==> config.mk <==
export PLATFORM = sky130hd
export DESIGN_NAME = mg3_out
export DESIGN_NICKNAME = d
export VERILOG_FILES = /design/src/sv/mg3_pkg.sv /design/src/sv/mg3_out.sv
export SDC_FILE = /design/constraint.sdc
export NUM_CORES = 1
export LEC_CHECK = 0
export ABC_CLOCK_PERIOD_IN_PS = 37700
export BUFFER_PORTS_ARGS = -buffer_cell sky130_fd_sc_hd__buf_2
export CORE_ASPECT_RATIO = 1.25
export CORE_MARGIN = 4
export CORE_UTILIZATION = 59
export CTS_CLUSTER_DIAMETER = 30
export DETAILED_ROUTE_END_ITERATION = 10
export MAX_ROUTING_LAYER = met4
export PLACE_DENSITY = 0.93
export REMOVE_ABC_BUFFERS = 1
export SYNTH_ARGS = -nofsm -noshare
export SYNTH_HDL_FRONTEND = slang
export SYNTH_SLANG_ARGS = --single-unit
export TNS_END_PERCENT = 100
==> constraint.sdc <==
create_clock -name clock -period 37.7 [get_ports clock]
set_input_delay 3.77 -clock clock [delete_from_list [all_inputs] [get_ports clock]]
set_output_delay 3.77 -clock clock [all_outputs]
set_load 0.02 [all_outputs]
==> src/sv/mg3_pkg.sv <==
`default_nettype none
// ----------------------------------------------------------------------------
// mg3_pkg
// Shared constants, payload types, stage structs and helper functions of the
// 3x3 morphological gradient block.
// ----------------------------------------------------------------------------
package mg3_pkg;

   // frame geometry limits
   localparam int MAX_WIDTH    = 1024;
   localparam int WINDOW_SIZE  = 3;
   localparam int HEIGHT_LIMIT = 1024;
   localparam int CELLS        = WINDOW_SIZE * WINDOW_SIZE;

   // field and counter widths
   localparam int PIXEL_BITS     = 8;
   localparam int CSR_DATA_BITS  = 11;
   localparam int CSR_INDEX_BITS = 1;
   localparam int COL_BITS       = $clog2(MAX_WIDTH);
   localparam int WIDTH_BITS     = $clog2(MAX_WIDTH + 1);
   localparam int HEIGHT_BITS    = $clog2(HEIGHT_LIMIT + 1);
   localparam int ROW_BITS       = $clog2(HEIGHT_LIMIT + 3);
   localparam int OUT_ROW_BITS   = $clog2(HEIGHT_LIMIT);

   // register reset values
   localparam int WIDTH_RESET  = 640;
   localparam int HEIGHT_RESET = 480;

   // register indexes
   localparam logic [CSR_INDEX_BITS-1:0] CSR_FRAME_WIDTH  = CSR_INDEX_BITS'(0);
   localparam logic [CSR_INDEX_BITS-1:0] CSR_FRAME_HEIGHT = CSR_INDEX_BITS'(1);

   // request operations
   localparam logic OP_PIXEL = 1'b0;
   localparam logic OP_DRAIN = 1'b1;

   typedef struct packed {
      logic                  op;
      logic [PIXEL_BITS-1:0] pixel;
   } req_type;

   typedef struct packed {
      logic [PIXEL_BITS-1:0] gradient;
      logic                  frame_last;
   } rsp_type;

   // one stream step, from position control to the row memory stage
   typedef struct packed {
      logic                   valid;
      logic                   emit;
      logic                   last;
      logic                   col_zero;
      logic [PIXEL_BITS-1:0]  pixel;
      logic [COL_BITS-1:0]    addr;
      logic [WINDOW_SIZE-1:0] row_mask;
      logic [WINDOW_SIZE-1:0] col_mask;
   } stage1_type;

   // masked window cells, ready for the max and min reduction
   typedef struct packed {
      logic                             valid;
      logic                             last;
      logic [CELLS-1:0][PIXEL_BITS-1:0] hi_cand;
      logic [CELLS-1:0][PIXEL_BITS-1:0] lo_cand;
   } stage2_type;

   // clamp a written width to 1..MAX_WIDTH
   function automatic logic [WIDTH_BITS-1:0] clamp_width(input logic [CSR_DATA_BITS-1:0] value);
      int unsigned t;
      t = value;
      if (t == 0) t = 1;
      else if (t > MAX_WIDTH) t = MAX_WIDTH;
      return WIDTH_BITS'(t);
   endfunction

   // clamp a written height to 1..HEIGHT_LIMIT
   function automatic logic [HEIGHT_BITS-1:0] clamp_height(input logic [CSR_DATA_BITS-1:0] value);
      int unsigned t;
      t = value;
      if (t == 0) t = 1;
      else if (t > HEIGHT_LIMIT) t = HEIGHT_LIMIT;
      return HEIGHT_BITS'(t);
   endfunction

endpackage
`default_nettype wire

==> src/sv/mg3_out.sv <==
`default_nettype none
// ----------------------------------------------------------------------------
// mg3_out
// Window max and min reduction, gradient subtract and a two-entry response
// buffer that decouples the pipeline from response stalls.
// ----------------------------------------------------------------------------
module mg3_out (
   input  wire logic                clock,
   input  wire logic                reset,
   input  wire mg3_pkg::stage2_type stage2,
   output logic                     pipe_enable,
   output logic                     rsp_valid,
   input  wire logic                rsp_stall,
   output mg3_pkg::rsp_type         rsp_data
);

   logic [mg3_pkg::PIXEL_BITS-1:0] hi_in, lo_in, hi_ff, lo_ff;
   logic                           s3_valid_ff, s3_last_ff;
   logic                           out_valid_ff, skid_valid_ff, new_valid, out_take;
   mg3_pkg::rsp_type               out_data_ff, skid_data_ff, new_data;

   assign pipe_enable = ~skid_valid_ff;

   // max and min over the masked cells
   always_comb begin
      hi_in = stage2.hi_cand[0];
      lo_in = stage2.lo_cand[0];
      for (int k = 1; k < mg3_pkg::CELLS; k++) begin
         if (stage2.hi_cand[k] > hi_in) hi_in = stage2.hi_cand[k];
         if (stage2.lo_cand[k] < lo_in) lo_in = stage2.lo_cand[k];
      end
   end

   always_ff @(posedge clock) begin
      if (reset) begin
         s3_valid_ff <= 1'b0;
      end else if (pipe_enable) begin
         s3_valid_ff <= stage2.valid;
         s3_last_ff  <= stage2.last;
         hi_ff       <= hi_in;
         lo_ff       <= lo_in;
      end
   end

   // gradient entering the response buffer
   assign new_valid           = pipe_enable & s3_valid_ff;
   assign new_data.gradient   = hi_ff - lo_ff;
   assign new_data.frame_last = s3_last_ff;
   assign out_take            = out_valid_ff & ~rsp_stall;

   // response register with skid entry
   always_ff @(posedge clock) begin
      if (reset) begin
         out_valid_ff  <= 1'b0;
         skid_valid_ff <= 1'b0;
      end else if (out_take || !out_valid_ff) begin
         if (skid_valid_ff) begin
            out_valid_ff  <= 1'b1;
            out_data_ff   <= skid_data_ff;
            skid_valid_ff <= new_valid;
            skid_data_ff  <= new_data;
         end else begin
            out_valid_ff <= new_valid;
            out_data_ff  <= new_data;
         end
      end else if (new_valid) begin
         skid_valid_ff <= 1'b1;
         skid_data_ff  <= new_data;
      end
   end

   assign rsp_valid = out_valid_ff;
   assign rsp_data  = out_data_ff;

   // skid entry only fills behind a held response
   a_skid_order: assert property (@(posedge clock) disable iff (reset)
      skid_valid_ff |-> out_valid_ff)
      else $error("skid entry holds a response ahead of the output register");

   // at least one cell is always inside the frame
   a_range_order: assert property (@(posedge clock) disable iff (reset)
      s3_valid_ff |-> hi_ff >= lo_ff)
      else $error("window maximum below window minimum");

endmodule
`default_nettype wire

==> reports/qor.yml <==
placed_design:
  hpwlAfterDp_mm: 15.2
  gp_congestion: 0.976
  io_buffers: 159
  dpl.cell_count: 1125
routing:
  vias_per_cell: 6.12
  vias: 6962
  drc_errors: 0
  routed_wl_mm: 17.9
  wl_per_cell_um: 15.8
  firstDrtPassIters: 5
  drtAntennaViolNets: 0
  first_iter_violations: 340
clock_network:
  clockBufferDepth: 2
  cts_resized: 0
  cts-root-buf: "clkbuf_16"
  clkLatencyLatePin_ns: 0.28
  ctsHoldBuffers: 0
  cts_tree: "built"
  htreeDepth: 2
  clk_pin_slew_ns: 0.05
  cts_setup_buffers: 0
  cts_buffers: 5
  clkSinkCount: 38
logic_synthesis:
  ys_warn_count: 0
  synth_seq_cells: 38
  async_reset_ff_share_pct: 0
  synth_area_um2: 6880
  yosys.cell_types.count: 82
  netlist_instances: 842
  ys.flop_type: "edfxtp_1"
  avgSynthCellArea_um2: 8.17
  ys_seq_area_share_pct: 16.1
  synth-edff-count: 35
die:
  chipHeight_um: 129
  coreArea_um2: 11200
  die_area_um2: 13500
  initial_core_util_pct: 61.2
  die_w_um: 105
  core.rowCount: 43
  io_pins: 160
power_and_ir_drop:
  seq_power_share_pct: 12.9
  clockPowerShare_pct: 6.7
  static-leakage-power_nw: 4.03
  peakVddDrop_mv: 0.0470
  intPower_mw: 0.341
  powerDensity_nw_per_um2: 84.4
  switchingPower_mw: 0.333
  swShare_pct: 49.5
  comb_power_share_pct: 80.5
timing:
  max_slew_margin_pct: 32.0
  fin_setup_tns_ns: 0
  post-route-period-util_pct: 53.8
  worst_slew_pin_slew_ns: 1.02
  min_period_ns: 20.27
  slew_viol_final: 0
  final-hold-violation-count: 0
  rsz0062_at_grt: "no"
  worst_clock_skew_ns: 0.00580
  fmax_mhz: 49.3
  finalSetupViolations: 0
final_layout:
  instances_no_fill: 1137
  final_util_pct: 71.0
  areaGrowthSynthToFinish_pct: 16.1
  mostFrequentLayoutCells: "buf_2 (159), ha_1 (116), inv_1 (104)"
  drive_gt1_share_pct: 22.3
  nets: 1263
  mostFrequentLayoutCell: "buf_2"
status:
  status: "complete, no violations"
critical_path:
  slowest_stage: "o21ai_1"
  r2r-end: "rsp_data[8]$_DFFE_PP_"
  slowest_delay_ns: 0.59
  crit_path_end_kind: "flip-flop"
  reg2reg_from: "lo_ff[1]$_DFFE_PP_"
  path_class: "input port to flip-flop"
  arrival_ns: 20.37
  critPathMaxFanout: 22
  required_ns: 37.80
  cp-start-kind: "input port"
  rrSetupSlack_ns: 35.33
  ff2ff_path_depth: 12
hold_path:
  holdPathStages: 0
  holdPathEnd: "skid_data_ff[0]$_DFFE_PP_"
  hold_class: "flip-flop to flip-flop"
  min_from: "s3_last_ff$_DFFE_PP_"
global_route:
  gr-total-overflow: 0
  grt.total_usage_pct: 26.3
  grt_pass1_wl_mm: 29.3
  grt_max_degree: 23
  antenna_found_initial: 3
  grt_pass1_vias: 6857
run:
  drv_cap: 0
sequential cells by signal, summed over array words and instances, names as in the netlist:
| signal | cells |
|---|---|
| lo_ff | 8 |
| hi_ff | 8 |
| s3_valid_ff | 1 |
| rsp_data | 9 |
| skid_valid_ff | 1 |
| rsp_valid | 1 |
| s3_last_ff | 1 |
| skid_data_ff | 9 |
synthesized netlist by cell type, drive strengths merged, types with 13 or more instances:
| cell | n | share of area (%) |
|---|---|---|
| ha | 116 | 21 |
| a21o | 33 | 3.6 |
| nor2 | 52 | 2.9 |
| nand2 | 61 | 3.3 |
| o21ai | 52 | 3.8 |
| mux2 | 21 | 3.4 |
| inv | 104 | 5.7 |
| nand4 | 13 | 1.2 |
| nor3 | 14 | 1.0 |
| edfxtp | 35 | 15 |
| nand3 | 25 | 1.9 |
| o211ai | 17 | 1.9 |
| mux2i | 48 | 7.0 |
| a21oi | 55 | 4.0 |
layout make-up:
type	count	area [um2]
Multi-Input combinational cell	686	5330
Fill cell	852	3260
Sequential cell	38	1110
Timing Repair Buffer	162	818
Inverter	104	390
Tap cell	135	169
Clock buffer	5	125
Clock inverter	2	33.8
Antenna cell	5	12.5
worst max-delay path by stage:
stage                     from            endpoint  cells past startpoint
detailed placement  stage2[77]  hi_ff[6]$_DFFE_PP_                     70
floorplan           stage2[73]  hi_ff[0]$_DFFE_PP_                     69
global placement    stage2[73]  hi_ff[6]$_DFFE_PP_                     71
CTS                 stage2[77]  hi_ff[6]$_DFFE_PP_                     70
finish              stage2[73]  hi_ff[6]$_DFFE_PP_                     71
global route        stage2[73]  hi_ff[7]$_DFFE_PP_                     73
layer usage:
metal	up-vias	wire (um)	GRT usage, %
met5	-	0	-
met4	0	613	10.2
met3	56	925	2.96
met2	245	9380	50.9
met1	3189	7010	27.2
li1	3472	-	-
logic make-up after synthesis:
logic type               count (synthesis)  share of synthesized area [%]
multiplexers                            69                           10.4
XOR/XNOR                                 9                           1.15
AO/OA/AOI/OAI                          251                           25.9
buffers and inverters                  118                           6.53
AND/OR/NAND/NOR                        240                           18.5
flip-flops                              38                           16.1
adder cells (fa/ha/maj)                117                           21.4
power by group through the flow:
stage	combinational [mW]	clock (mW)	sequential, mW
3_5_place_dp	0.528	0	0.0876
5_1_grt	0.607	0.0476	0.0881
2_1_floorplan	0.404	0	0.0926
3_3_place_gp	0.511	0	0.0869
6_report	0.542	0.0448	0.0868
4_1_cts	0.537	0.0452	0.0870
stage by stage:
step / setup WS (ns) / instance area [um2] / hold slack (ns) / power [mW]
final: 17.43 / 7990 / 0.461 / 0.674
after global routing: 16.24 / 7980 / 0.478 / 0.743
after CTS: 17.51 / 7980 / 0.466 / 0.669
after detailed placement: 17.30 / 7820 / 0.454 / 0.616
after global placement: 17.49 / 7820 / 0.436 / 0.598
after floorplan: 19.41 / 6820 / 0.422 / 0.497
worst max-delay path: cells and delay by family:
kind                     cells  cell delay [ns]
AO/OA/AOI/OAI               42            10.70
AND/OR/NAND/NOR             13             2.20
adder cells (fa/ha/maj)      8             2.17
multiplexers                 3             0.96
buffers and inverters        5             0.53
No activity file was read; power rests on OpenSTA's default activity.
