$ cat src/sv/mg3_pkg.sv
`default_nettype none
// ----------------------------------------------------------------------------
// mg3_pkg
// Shared constants, payload types, stage structs and helper functions of the
// 3x3 morphological gradient block.
// ----------------------------------------------------------------------------
package mg3_pkg;

   // frame geometry limits
   localparam int MAX_WIDTH    = 1024;
   localparam int WINDOW_SIZE  = 3;
   localparam int HEIGHT_LIMIT = 1024;
   localparam int CELLS        = WINDOW_SIZE * WINDOW_SIZE;

   // field and counter widths
   localparam int PIXEL_BITS     = 8;
   localparam int CSR_DATA_BITS  = 11;
   localparam int CSR_INDEX_BITS = 1;
   localparam int COL_BITS       = $clog2(MAX_WIDTH);
   localparam int WIDTH_BITS     = $clog2(MAX_WIDTH + 1);
   localparam int HEIGHT_BITS    = $clog2(HEIGHT_LIMIT + 1);
   localparam int ROW_BITS       = $clog2(HEIGHT_LIMIT + 3);
   localparam int OUT_ROW_BITS   = $clog2(HEIGHT_LIMIT);

   // register reset values
   localparam int WIDTH_RESET  = 640;
   localparam int HEIGHT_RESET = 480;

   // register indexes
   localparam logic [CSR_INDEX_BITS-1:0] CSR_FRAME_WIDTH  = CSR_INDEX_BITS'(0);
   localparam logic [CSR_INDEX_BITS-1:0] CSR_FRAME_HEIGHT = CSR_INDEX_BITS'(1);

   // request operations
   localparam logic OP_PIXEL = 1'b0;
   localparam logic OP_DRAIN = 1'b1;

   typedef struct packed {
      logic                  op;
      logic [PIXEL_BITS-1:0] pixel;
   } req_type;

   typedef struct packed {
      logic [PIXEL_BITS-1:0] gradient;
      logic                  frame_last;
   } rsp_type;

   // one stream step, from position control to the row memory stage
   typedef struct packed {
      logic                   valid;
      logic                   emit;
      logic                   last;
      logic                   col_zero;
      logic [PIXEL_BITS-1:0]  pixel;
      logic [COL_BITS-1:0]    addr;
      logic [WINDOW_SIZE-1:0] row_mask;
      logic [WINDOW_SIZE-1:0] col_mask;
   } stage1_type;

   // masked window cells, ready for the max and min reduction
   typedef struct packed {
      logic                             valid;
      logic                             last;
      logic [CELLS-1:0][PIXEL_BITS-1:0] hi_cand;
      logic [CELLS-1:0][PIXEL_BITS-1:0] lo_cand;
   } stage2_type;

   // clamp a written width to 1..MAX_WIDTH
   function automatic logic [WIDTH_BITS-1:0] clamp_width(input logic [CSR_DATA_BITS-1:0] value);
      int unsigned t;
      t = value;
      if (t == 0) t = 1;
      else if (t > MAX_WIDTH) t = MAX_WIDTH;
      return WIDTH_BITS'(t);
   endfunction

   // clamp a written height to 1..HEIGHT_LIMIT
   function automatic logic [HEIGHT_BITS-1:0] clamp_height(input logic [CSR_DATA_BITS-1:0] value);
      int unsigned t;
      t = value;
      if (t == 0) t = 1;
      else if (t > HEIGHT_LIMIT) t = HEIGHT_LIMIT;
      return HEIGHT_BITS'(t);
   endfunction

endpackage
`default_nettype wire

$ cat src/sv/mg3_ctl.sv
`default_nettype none
// ----------------------------------------------------------------------------
// mg3_ctl
// Frame position control: registers, input and output raster counters,
// emit decision, border masks and the extra step of a one-row drain.
// ----------------------------------------------------------------------------
module mg3_ctl (
   input  wire logic                                  clock,
   input  wire logic                                  reset,
   input  wire logic                                  pipe_enable,
   input  wire logic                                  req_valid,
   output logic                                       req_stall,
   input  wire mg3_pkg::req_type                      req_data,
   input  wire logic                                  csr_valid,
   output logic                                       csr_ready,
   input  wire logic [mg3_pkg::CSR_INDEX_BITS-1:0]    csr_index,
   input  wire logic [mg3_pkg::CSR_DATA_BITS-1:0]     csr_wdata,
   output mg3_pkg::stage1_type                        stage0
);

   logic [mg3_pkg::WIDTH_BITS-1:0]   width_ff;
   logic [mg3_pkg::HEIGHT_BITS-1:0]  height_ff;
   logic [mg3_pkg::COL_BITS-1:0]     in_col_ff, in_col_in, col_e;
   logic [mg3_pkg::ROW_BITS-1:0]     in_row_ff, in_row_in, row_e;
   logic [mg3_pkg::COL_BITS-1:0]     out_col_ff, out_col_in, out_col_e;
   logic [mg3_pkg::OUT_ROW_BITS-1:0] out_row_ff, out_row_in, out_row_e;
   logic                             done_ff, done_in, done_e;
   logic                             inject_ff, inject_in;
   logic [mg3_pkg::WIDTH_BITS-1:0]   width_last;
   logic [mg3_pkg::HEIGHT_BITS-1:0]  height_last;
   logic csr_write, accept, is_pixel, is_drain, frame_over, restart, drain_go;
   logic advance, started, emit, col_end, out_col_end, out_row_end, out_last, col_zero;

   assign csr_ready = 1'b1;
   assign csr_write = csr_valid & csr_ready;
   assign req_stall = ~pipe_enable | inject_ff;
   assign accept    = req_valid & ~req_stall;

   assign width_last  = width_ff - 1'b1;
   assign height_last = height_ff - 1'b1;

   // request decode and step decision
   always_comb begin
      is_pixel   = accept & (req_data.op == mg3_pkg::OP_PIXEL);
      is_drain   = accept & (req_data.op == mg3_pkg::OP_DRAIN);
      frame_over = int'(in_row_ff) >= int'(height_ff);
      restart    = is_pixel & frame_over;
      drain_go   = is_drain & frame_over & ~done_ff;
      advance    = is_pixel | drain_go | (inject_ff & pipe_enable);

      col_e     = restart ? '0 : in_col_ff;
      row_e     = restart ? '0 : in_row_ff;
      out_col_e = restart ? '0 : out_col_ff;
      out_row_e = restart ? '0 : out_row_ff;
      done_e    = restart ? 1'b0 : done_ff;

      // outputs start one row and one column behind the input
      started = (int'(row_e) >= 2) || ((int'(row_e) == 1) && (col_e != '0));
      emit    = advance & started & ~done_e;

      col_zero    = (col_e == '0);
      col_end     = (mg3_pkg::WIDTH_BITS'(col_e) == width_last);
      out_col_end = (mg3_pkg::WIDTH_BITS'(out_col_e) == width_last);
      out_row_end = (mg3_pkg::HEIGHT_BITS'(out_row_e) == height_last);
      out_last    = out_col_end & out_row_end;
   end

   // next counter values
   always_comb begin
      in_col_in  = in_col_ff;
      in_row_in  = in_row_ff;
      out_col_in = out_col_ff;
      out_row_in = out_row_ff;
      done_in    = done_ff;
      inject_in  = inject_ff;
      if (pipe_enable) begin
         inject_in = drain_go & ~started;
      end
      if (advance) begin
         if (col_end) begin
            in_col_in = '0;
            in_row_in = row_e + 1'b1;
         end else begin
            in_col_in = col_e + 1'b1;
            in_row_in = row_e;
         end
         out_col_in = out_col_e;
         out_row_in = out_row_e;
         done_in    = done_e;
         if (emit) begin
            if (out_col_end) begin
               out_col_in = '0;
               out_row_in = out_row_e + 1'b1;
            end else begin
               out_col_in = out_col_e + 1'b1;
            end
            done_in = out_last;
         end
      end
   end

   // step descriptor with border masks
   always_comb begin
      stage0.valid       = advance;
      stage0.emit        = emit;
      stage0.last        = out_last;
      stage0.col_zero    = col_zero;
      stage0.pixel       = is_pixel ? req_data.pixel : '0;
      stage0.addr        = col_e;
      stage0.row_mask[0] = (out_row_e != '0);
      stage0.row_mask[1] = 1'b1;
      stage0.row_mask[2] = ~out_row_end;
      stage0.col_mask[0] = col_zero ? (int'(width_ff) >= 3) : (int'(col_e) >= 2);
      stage0.col_mask[1] = col_zero ? (int'(width_ff) >= 2) : 1'b1;
      stage0.col_mask[2] = 1'b1;
   end

   // registers and position counters
   always_ff @(posedge clock) begin
      if (reset) begin
         width_ff   <= mg3_pkg::clamp_width(mg3_pkg::CSR_DATA_BITS'(mg3_pkg::WIDTH_RESET));
         height_ff  <= mg3_pkg::clamp_height(mg3_pkg::CSR_DATA_BITS'(mg3_pkg::HEIGHT_RESET));
         in_col_ff  <= '0;
         in_row_ff  <= '0;
         out_col_ff <= '0;
         out_row_ff <= '0;
         done_ff    <= 1'b0;
         inject_ff  <= 1'b0;
      end else if (csr_write) begin
         case (csr_index)
            mg3_pkg::CSR_FRAME_WIDTH: begin
               width_ff <= mg3_pkg::clamp_width(csr_wdata);
            end
            mg3_pkg::CSR_FRAME_HEIGHT: begin
               height_ff <= mg3_pkg::clamp_height(csr_wdata);
            end
            default: begin
            end
         endcase
         // a register write restarts the frame
         in_col_ff  <= '0;
         in_row_ff  <= '0;
         out_col_ff <= '0;
         out_row_ff <= '0;
         done_ff    <= 1'b0;
         inject_ff  <= 1'b0;
      end else begin
         in_col_ff  <= in_col_in;
         in_row_ff  <= in_row_in;
         out_col_ff <= out_col_in;
         out_row_ff <= out_row_in;
         done_ff    <= done_in;
         inject_ff  <= inject_in;
      end
   end

   // the extra step of a one-row drain always yields an output
   a_inject_emits: assert property (@(posedge clock) disable iff (reset)
      inject_ff && pipe_enable |-> emit)
      else $error("extra drain step gave no output");

   // the extra step is only ever requested by a drain
   a_inject_cause: assert property (@(posedge clock) disable iff (reset)
      $rose(inject_ff) |-> $past(drain_go))
      else $error("extra drain step without a drain request");

   // the frame is only finished once input is past the last row
   a_done_position: assert property (@(posedge clock) disable iff (reset)
      done_ff |-> int'(in_row_ff) > int'(height_ff))
      else $error("frame finished before input left the frame");

endmodule
`default_nettype wire

$ cat config.mk
export PLATFORM = sky130hd
export DESIGN_NAME = mg3_ctl
export DESIGN_NICKNAME = d
export VERILOG_FILES = /design/src/sv/mg3_pkg.sv /design/src/sv/mg3_ctl.sv
export SDC_FILE = /design/constraint.sdc
export NUM_CORES = 1
export LEC_CHECK = 0
export BUFFER_PORTS_ARGS = -buffer_cell sky130_fd_sc_hd__buf_2
export CELL_PAD_IN_SITES_DETAIL_PLACEMENT = 0
export CELL_PAD_IN_SITES_GLOBAL_PLACEMENT = 1
export CORE_ASPECT_RATIO = 1.1
export CORE_UTILIZATION = 44
export DETAILED_ROUTE_END_ITERATION = 12
export GPL_ROUTABILITY_DRIVEN = 0
export PLACE_DENSITY = 0.89
export SLEW_MARGIN = 0
export SYNTH_ARGS = -nofsm -noshare
export SYNTH_HDL_FRONTEND = slang
export SYNTH_SLANG_ARGS = --single-unit
export TNS_END_PERCENT = 30
$ cat constraint.sdc
create_clock -name clock -period 6.1 [get_ports clock]
set_input_delay 0.61 -clock clock [delete_from_list [all_inputs] [get_ports clock]]
set_output_delay 0.61 -clock clock [all_outputs]
set_load 0.01 [all_outputs]
==> flow_summary.toml, run 1 <==
[yosys]
synth_area_per_cell_sq_um = 7.59
ys_types = 76
synthArstFlopShare = 0
netlist_instances = 668
yosys-top-cells-area = "dfxtp_1, ha_1, nand2_1"
mappedNetlistArea_sq_um = 5070
synth_seq_cells = 65
synth.top_cell.area_share = 0.257
synth_commonest_cells = "nand2_1, dfxtp_1, nor2_1"
synth_largest_area_cell = "dfxtp_1"
ys_warn_count = 0
synth_edf_count = 0
yosysMostFrequentCell = "nand2_1"
ys.flop_type = "dfxtp_1"
yosysSeqAreaShare = 0.257

[setup_path]
path_delay_family = "compound AO/OA/AOI/OAI gates"
rr_startpoint = "height_ff[4]$_SDFFE_PP0P_"
worstReg2RegEnd = "out_row_ff[7]$_SDFFE_PP0P_"
cp.depth = 12
r2r_slack_ns = 1.49
crit_fanout = 14
end_kind = "output pin"
crit_buf_inv = 3
critPathKind = "reg -> out"
max_stage_delay_ns = 0.71
arrival_ns = 4.24
startpoint = "inject_ff$_SDFFE_PP0P_"
cp-start-kind = "flip-flop"
crit_path_top_delay_cell = "nor2_1"
cp_data_required_time_ns = 5.49
path_cells = "nand3b_1 > nor2_1 > o21ai_1 > and3_1 > inv_1 > ha_1 > inv_1 > a21oi_1 > nand3_1 > a211oi_1 > a21oi_1 > buf_2"
r2r_cells = 12

[hold_path]
min_path_type = "reg -> reg"
whs_path_depth = 2
hold-path-endpoint = "width_ff[10]$_SDFFE_PP0P_"
hp-start = "width_ff[10]$_SDFFE_PP0P_"

[layout]
instances_no_fill = 848
area_growth_pct = 11.6
antenna_cells = 0
nets = 746
fillers = 1054
drive_gt1_frac = 0.138

[sta]
rsz0062_at_grt = "false"
drv_slew = 0
max_slew.worst_pin.slew_ns = 1.09
slew_headroom = 0.265
final.setup_skew_ns = 0.00607
fin_crit_sh = 0.794
fin_setup_tns_ns = 0
max_freq_ghz = 0.206
min_period_ns = 4.85
finalSetupViolCount = 0
hold_viol = 0

[power_and_ir_drop]
finalPower_uw = 1180
powerDensity_nw_per_um2 = 208
peakVddDrop_v = 0.000104
p_leak_uw = 0.00229

[cts]
worstSkewPairLatency_ns = 0.33
root_buffer = "clkbuf_16"
path_clk_slew_ns = 0.06
cts_buffers = 9
postCtsSetupBuffers = 0
clock-sinks = 65
cts_tree = "yes"
postCtsHoldBufs = 0
clockBufferDepth = 2
htreeDepth = 3
cts-resized-gates = 0

[job]
maxCapViolations = 0

[drt]
drtAntennaViolNets = 0
vias = 5062
routed_via_density = 5.97
dr.pass1.iters = 4
wirelength_mm = 14.8
drcViolationCount = 0
drt_iter0_markers = 311
wire_per_inst_um = 17.5

[grt]
grt_max_degree = 25
grt_usage = 0.250
antenna_found_initial = 0
grt_pass1_wl_mm = 24.0
grt_pass1_vias = 4805
grt_overflow_total = 0

[place]
dp.cells = 832
port_buffers = 52
hpwl_mm = 11.1

[floorplanning]
fp.dieArea_sq_um = 12000
fp.dieW_um = 104
row_count = 40
initial_core_util = 0.458
core_area_sq_um = 11100
pin_count = 56
die_h_um = 115

[outcome]
outcome = "completed"
==> final cells by class <==
class | count | area, sq um | area share
Timing Repair Buffer | 56 | 290 | 0.0513
Clock inverter | 5 | 103 | 0.0181
Tap cell | 147 | 184 | 0.0325
Inverter | 38 | 143 | 0.0252
Clock buffer | 11 | 243 | 0.0429
Sequential cell | 65 | 1300 | 0.230
Multi-Input combinational cell | 526 | 3390 | 0.600
==> worst max path at each step <==
stage | to | slack, ns
floorplan | stage0[26] | 1.70
global placement | stage0[0] | 1.60
detailed placement | stage0[0] | 1.45
CTS | stage0[0] | 1.40
global route | stage0[0] | 1.18
finish | stage0[0] | 1.25
==> registers in the layout, summed over array words and instances, names as in the netlist <==
name / flops
in_col_ff: 10
out_col_ff: 10
height_ff: 11
inject_ff: 1
in_row_ff: 11
width_ff: 11
done_ff: 1
out_row_ff: 10
==> power breakdown <==
part	switching, uW	internal [uW]
combinational	80.6	50.1
clock	194	410
sequential	11.3	431
total	286	891
==> cells in the final DEF (no fill, tap or decap), types with 9 or more instances in the layout <==
master     count
ha_1          24
nor3_1        16
nand3b_1       9
buf_2         52
a21oi_1       49
nor2_1        56
nand4_1       13
or3_1         12
nor2b_1       13
nand3_1       28
and3_1        22
and2_1        13
nand2_1       68
dfxtp_1       65
or4_1          9
nor4_1        11
inv_1         38
clkbuf_16      9
xnor2_1       18
o21ai_0       24
==> kinds of logic after synthesis <==
kind of cell    after synthesis  synth area share
mux                           8            0.0160
xor+xnor                     27            0.0531
other cells                   1          0.000740
simple gates                306             0.324
flops                        65             0.257
compound gates              158             0.214
fa+ha+maj                    24            0.0593
buf+inv                      79            0.0756
==> per-layer routing <==
metal | wire length, um | vias to the layer above | share of wire | GRT usage
met3 | 750 | 42 | 0.051 | 0.0370
met2 | 7150 | 182 | 0.48 | 0.437
met4 | 586 | 0 | 0.040 | 0.130
met5 | 0 | - | 0 | 0
met1 | 6320 | 2352 | 0.43 | 0.299
li1 | - | 2486 | - | -
==> worst min-delay path, stage by stage (launching register included) <==
cell     delay, ns
dfxtp_1       0.33
nand2_1       0.06
a21oi_1       0.05
==> metrics by stage <==
stage	setup WS, ns	utilization	hold slack, ns	instance area (sq um)
4_1_cts	1.40	0.511	0.490	5650
3_5_place_dp	1.45	0.480	0.482	5310
6_report	1.25	0.511	0.488	5650
2_1_floorplan	1.70	-	0.455	5070
5_1_grt	1.18	0.511	0.513	5650
3_3_place_gp	1.60	0.480	0.474	5310
(Power assumes the default switching activity.)
==> inputs of run 2 (changes only) <==
Settings changed: CORE_UTILIZATION 44 to 40, PLACE_DENSITY 0.89 to 0.86.
Clock period 6.1 ns to 4.4 ns, I/O delays scaled along.
==> run 2 against run 1 <==
First-iteration DRC count grew 7.7%. Final cell count rose by 1.4%. Critical endpoint unchanged. Final area barely moved. Sequential share of layout area is essentially flat. Die area grew 9.8%. Combinational power rose by 41%. Flip-flop and latch count did not move. Clock power grew 18%. Routed wire length up 1.6%. Utilization is 4.7 points lower. Largest power group unchanged.
==> flow_summary.toml, run 2 (synthesis results as in run 1) <==
[layout]
final_common_cell = "nand2_1"
instances_no_fill = 860
layout_common_cells = "nand2_1, dfxtp_1, nor2_1"
fillers = 1230
post-route-cell-area_sq_um = 5660
drive_gt1_frac = 0.147
area_growth_pct = 11.6
antenna_cells = 0
largestRegisters = "height_ff (11), in_row_ff (11), width_ff (11)"
nets = 753
ff_latch_area_sq_um = 1300
multi_input_area_sq_um = 3390

[sta]
hold_slack_ns = 0.386
min_period_ns = 4.16
rsz0062_at_grt = "false"
slew_headroom = 0.464
finalSetupViolCount = 0
hold_viol = 0
drv_slew = 0
fin_crit_sh = 0.946
fin_setup_tns_ns = 0
max_slew.worst_pin.slew_ns = 0.784
final.setup_skew_ns = 0.00663
setup_ws_ns = 0.239
max_freq_ghz = 0.240

[grt]
grt_max_degree = 25
antenna_found_initial = 0
met3_usage = 0.0521
grt_pass1_vias = 4740
use_met2 = 0.390
grt_overflow_total = 0
grt_pass1_wl_mm = 24.0
grt_usage = 0.239
grtUsageMet1 = 0.297
busiest_layer = "met2"

[floorplanning]
die_h_um = 120
fp.dieArea_sq_um = 13100
core_area_sq_um = 12200
initial_core_util = 0.416
row_count = 42
fp.dieW_um = 109
pin_count = 56

[drt]
drt_iter0_markers = 335
wire_per_inst_um = 17.5
drcViolationCount = 0
vias = 5087
routed_via_density = 5.92
drtAntennaViolNets = 0
wirelength_mm = 15.1
dr.pass1.iters = 5

[power_and_ir_drop]
p_clk_frac = 0.472
p_leak_uw = 0.00230
seqPwrFrac = 0.406
power_frac_comb = 0.122
p_sw_uw = 400
switching_share = 0.264
peakVddDrop_v = 0.000243
powerDensity_nw_per_um2 = 268
intPower_uw = 1110

[cts]
path_clk_slew_ns = 0.05
cts_buffers = 9
clockBufferDepth = 2
cts_tree = "yes"
root_buffer = "clkbuf_16"
worstSkewPairLatency_ns = 0.35
postCtsSetupBuffers = 0
clock-sinks = 65
htreeDepth = 3

[place]
hpwl_mm = 11.5
place_ws_ns = 0.371
place_area_sq_um = 5370
dp.cells = 846
port_buffers = 52

[hold_path]
min_path_type = "in -> reg"
whs_path_depth = 3

[setup_path]
path_cells = "inv_1 > ha_1 > nand4_1 > o31ai_1 > o21a_1 > nor2_2 > nand2_1 > ha_1 > inv_1 > a21oi_1 > nand3_1 > a211oi_1 > a21oi_1 > buf_2"
crit_fanout = 8
crit_path_top_delay_cell = "dfxtp_1"
critPathKind = "reg -> out"
r2r_cells = 16
arrival_ns = 3.72
cp-start-kind = "flip-flop"
max_stage_delay_ns = 0.46
end_kind = "output pin"
cp_data_required_time_ns = 3.96

[job]
maxCapViolations = 0

[outcome]
outcome = "completed"
run 2: cell count changes in the layout (fill, tap and decap cells not counted):
cell        before  now
buf_4            4   11
bufinv_16        3    1
clkinv_2         1    3
clkbuf_1         1    0
clkinvlp_4       1    0
nor2_1          56   55
nor2_2           0    1
run 2: layer usage:
metal	part of all wire	vias up
li1	-	2491
met1	0.44	2389
met2	0.47	163
met3	0.050	44
met4	0.032	0
met5	0	-
run 2: worst paths after layout:
check	from	endpoint	slack, ns
worst min-delay path	csr_wdata[8]	width_ff[8]$_SDFFE_PP0P_	0.39
worst max-delay path	height_ff[7]$_SDFFE_PP1P_	stage0[0]	0.24
worst min register to register	done_ff$_SDFFE_PP0P_	done_ff$_SDFFE_PP0P_	0.49
worst max register to register	height_ff[2]$_SDFFE_PP0P_	out_row_ff[8]$_SDFFE_PP0P_	0.48
run 2: stage by stage:
stage | utilization | power (uW)
3_5_place_dp | 0.440 | 809
5_1_grt | 0.464 | 1570
2_1_floorplan | - | 754
3_3_place_gp | 0.440 | 804
4_1_cts | 0.464 | 1530
6_report | 0.464 | 1510
run 2: cell type report:
| class | instances | share of cell area |
|---|---|---|
| repair buffers | 63 | 0.0606 |
| multi-input cells | 526 | 0.600 |
| flip-flops and latches | 65 | 0.230 |
| clock inverters | 4 | 0.00796 |
| well taps | 154 | 0.0341 |
| inverters | 38 | 0.0252 |
| clock buffers | 10 | 0.0422 |
run 2: what timing repair did:
action,in CTS,in global routing
resized for setup,0,1
hold buffers,0,0
setup endpoints to repair,0,1
run 2: power groups by stage:
stage                     clock network, uW  logic, uW  registers, uW
after detailed placement                  0        183            626
after global routing                    751        202            615
after global placement                    0        179            626
after CTS                               733        183            613
final                                   715        185            614
after floorplan                           0        135            618
run 2: critical path: cells and delay by family (launching register included):
kind / cells / cell delay [ns]
simple gates: 4 / 0.55
flops: 1 / 0.46
compound gates: 5 / 1.48
fa+ha+maj: 2 / 0.51
buf+inv: 3 / 0.39
==> inputs of run 3 (changes only) <==
Settings changed: PLACE_DENSITY 0.86 to unset, PLACE_DENSITY_LB_ADDON set to 0.05.
==> run 3 against run 2 <==
Die area is the same. Worst hold slack gained 0.016 ns. Sequential power is essentially flat. Worst setup slack gained 0.12 ns. Critical path type unchanged. Clock skew is essentially flat. First-iteration DRC count shrank 13%. Global-route usage grew 0.64 points. Utilization grew 0.26 points. Combinational power is essentially flat. Clock power grew 7.4%.
==> flow_summary.toml, run 3 (synthesis results as in run 1) <==
[sta]
max_slew.worst_pin.slew_ns = 0.987
fin_crit_sh = 0.919
setup_ws_ns = 0.358
fin_setup_tns_ns = 0
hold_slack_ns = 0.402
rsz0062_at_grt = "false"
finalSetupViolCount = 0
drv_slew = 0
hold_viol = 0
min_period_ns = 4.04
max_freq_ghz = 0.247
slew_headroom = 0.325
final.setup_skew_ns = 0.00621

[grt]
grt_overflow_total = 0
grt_pass1_vias = 4688
grt_usage = 0.246
use_met2 = 0.387
met3_usage = 0.0402
busiest_layer = "met2"
grt_max_degree = 25
antenna_found_initial = 0
grtUsageMet1 = 0.332
grt_pass1_wl_mm = 24.6

[power_and_ir_drop]
powerDensity_nw_per_um2 = 275
peakVddDrop_v = 0.000226
p_sw_uw = 406
power_frac_comb = 0.119
p_leak_uw = 0.00231
switching_share = 0.259
seqPwrFrac = 0.391
intPower_uw = 1160
p_clk_frac = 0.490

[setup_path]
crit_fanout = 24
critPathKind = "reg -> out"
startpoint = "height_ff[4]$_SDFFE_PP0P_"
cp-start-kind = "flip-flop"
end_kind = "output pin"
arrival_ns = 3.60
r2r_cells = 16
cp_data_required_time_ns = 3.96
r2r_slack_ns = 0.51
rr_startpoint = "height_ff[4]$_SDFFE_PP0P_"

[layout]
fillers = 1252
antenna_cells = 0
final_common_cell = "nand2_1"
multi_input_area_sq_um = 3390
ff_latch_area_sq_um = 1300
nets = 752
largestRegisters = "height_ff (11), in_row_ff (11), width_ff (11)"
layout_common_cells = "nand2_1, dfxtp_1, nor2_1"
area_growth_pct = 12.2
drive_gt1_frac = 0.147

[floorplanning]
fp.dieArea_sq_um = 13100
row_count = 42
pin_count = 56
core_area_sq_um = 12200
die_h_um = 120
fp.dieW_um = 109
initial_core_util = 0.416

[drt]
routed_via_density = 5.83
drcViolationCount = 0
dr.pass1.iters = 6
wire_per_inst_um = 18.0
drt_iter0_markers = 292
drtAntennaViolNets = 0
vias = 5019
wirelength_mm = 15.5

[cts]
root_buffer = "clkbuf_16"
path_clk_slew_ns = 0.06
postCtsSetupBuffers = 0
cts_buffers = 9
clock-sinks = 65
htreeDepth = 3
clockBufferDepth = 2
postCtsHoldBufs = 0
worstSkewPairLatency_ns = 0.34
cts-resized-gates = 0
cts_tree = "yes"

[outcome]
outcome = "completed"

[hold_path]
whs_path_depth = 3
min_path_type = "in -> reg"
hp-start = "req_data[8]"

[place]
port_buffers = 52
place_ws_ns = 0.426
hpwl_mm = 11.9

[job]
maxCapViolations = 0
-- run 3: power by group through the flow --
stage	clock (uW)	combinational (uW)	sequential [uW]
final	768	186	613
after floorplan	0	135	618
after global routing	809	205	614
after CTS	785	185	612
after detailed placement	0	184	625
after global placement	0	183	625
-- run 3: per-layer routing --
layer | share of wire | vias up
met5 | 0 | -
met4 | 0.024 | 0
met3 | 0.048 | 25
met2 | 0.46 | 147
met1 | 0.47 | 2369
li1 | - | 2478
-- run 3: area by class of cell --
class,count,area share
Multi-Input combinational cell,526,0.596
Timing Repair Buffer,62,0.0612
Sequential cell,65,0.229
Tap cell,154,0.0339
Clock buffer,10,0.0403
Clock inverter,6,0.0145
Inverter,38,0.0251
-- run 3: worst paths after layout --
path                                              endpoint
worst max register to register  out_row_ff[7]$_SDFFE_PP0P_
worst max-delay path                            stage0[26]
worst min-delay path                inject_ff$_SDFFE_PP0P_
worst min register to register      inject_ff$_SDFFE_PP0P_
-- run 3: metrics by stage --
step | cell area, sq um | power, uW | utilization | instances
floorplan | 5070 | 754 | - | 670
global placement | 5380 | 808 | 0.441 | 845
detailed placement | 5380 | 810 | 0.441 | 845
CTS | 5690 | 1580 | 0.466 | 861
global route | 5690 | 1630 | 0.467 | 861
finish | 5690 | 1570 | 0.467 | 861
-- run 3: worst max-delay path: stages, from the launching register on --
cell and delay (ns):
dfxtp_1 0.44, inv_1 0.12, ha_1 0.33, a211oi_1 0.20, nor2_1 0.13, o311a_1 0.38
nor2_1 0.24, buf_12 0.22, nand2_1 0.12, inv_1 0.09, ha_1 0.16, a21oi_1 0.06
o21a_1 0.21, a21oi_2 0.13, buf_4 0.24, buf_2 0.18
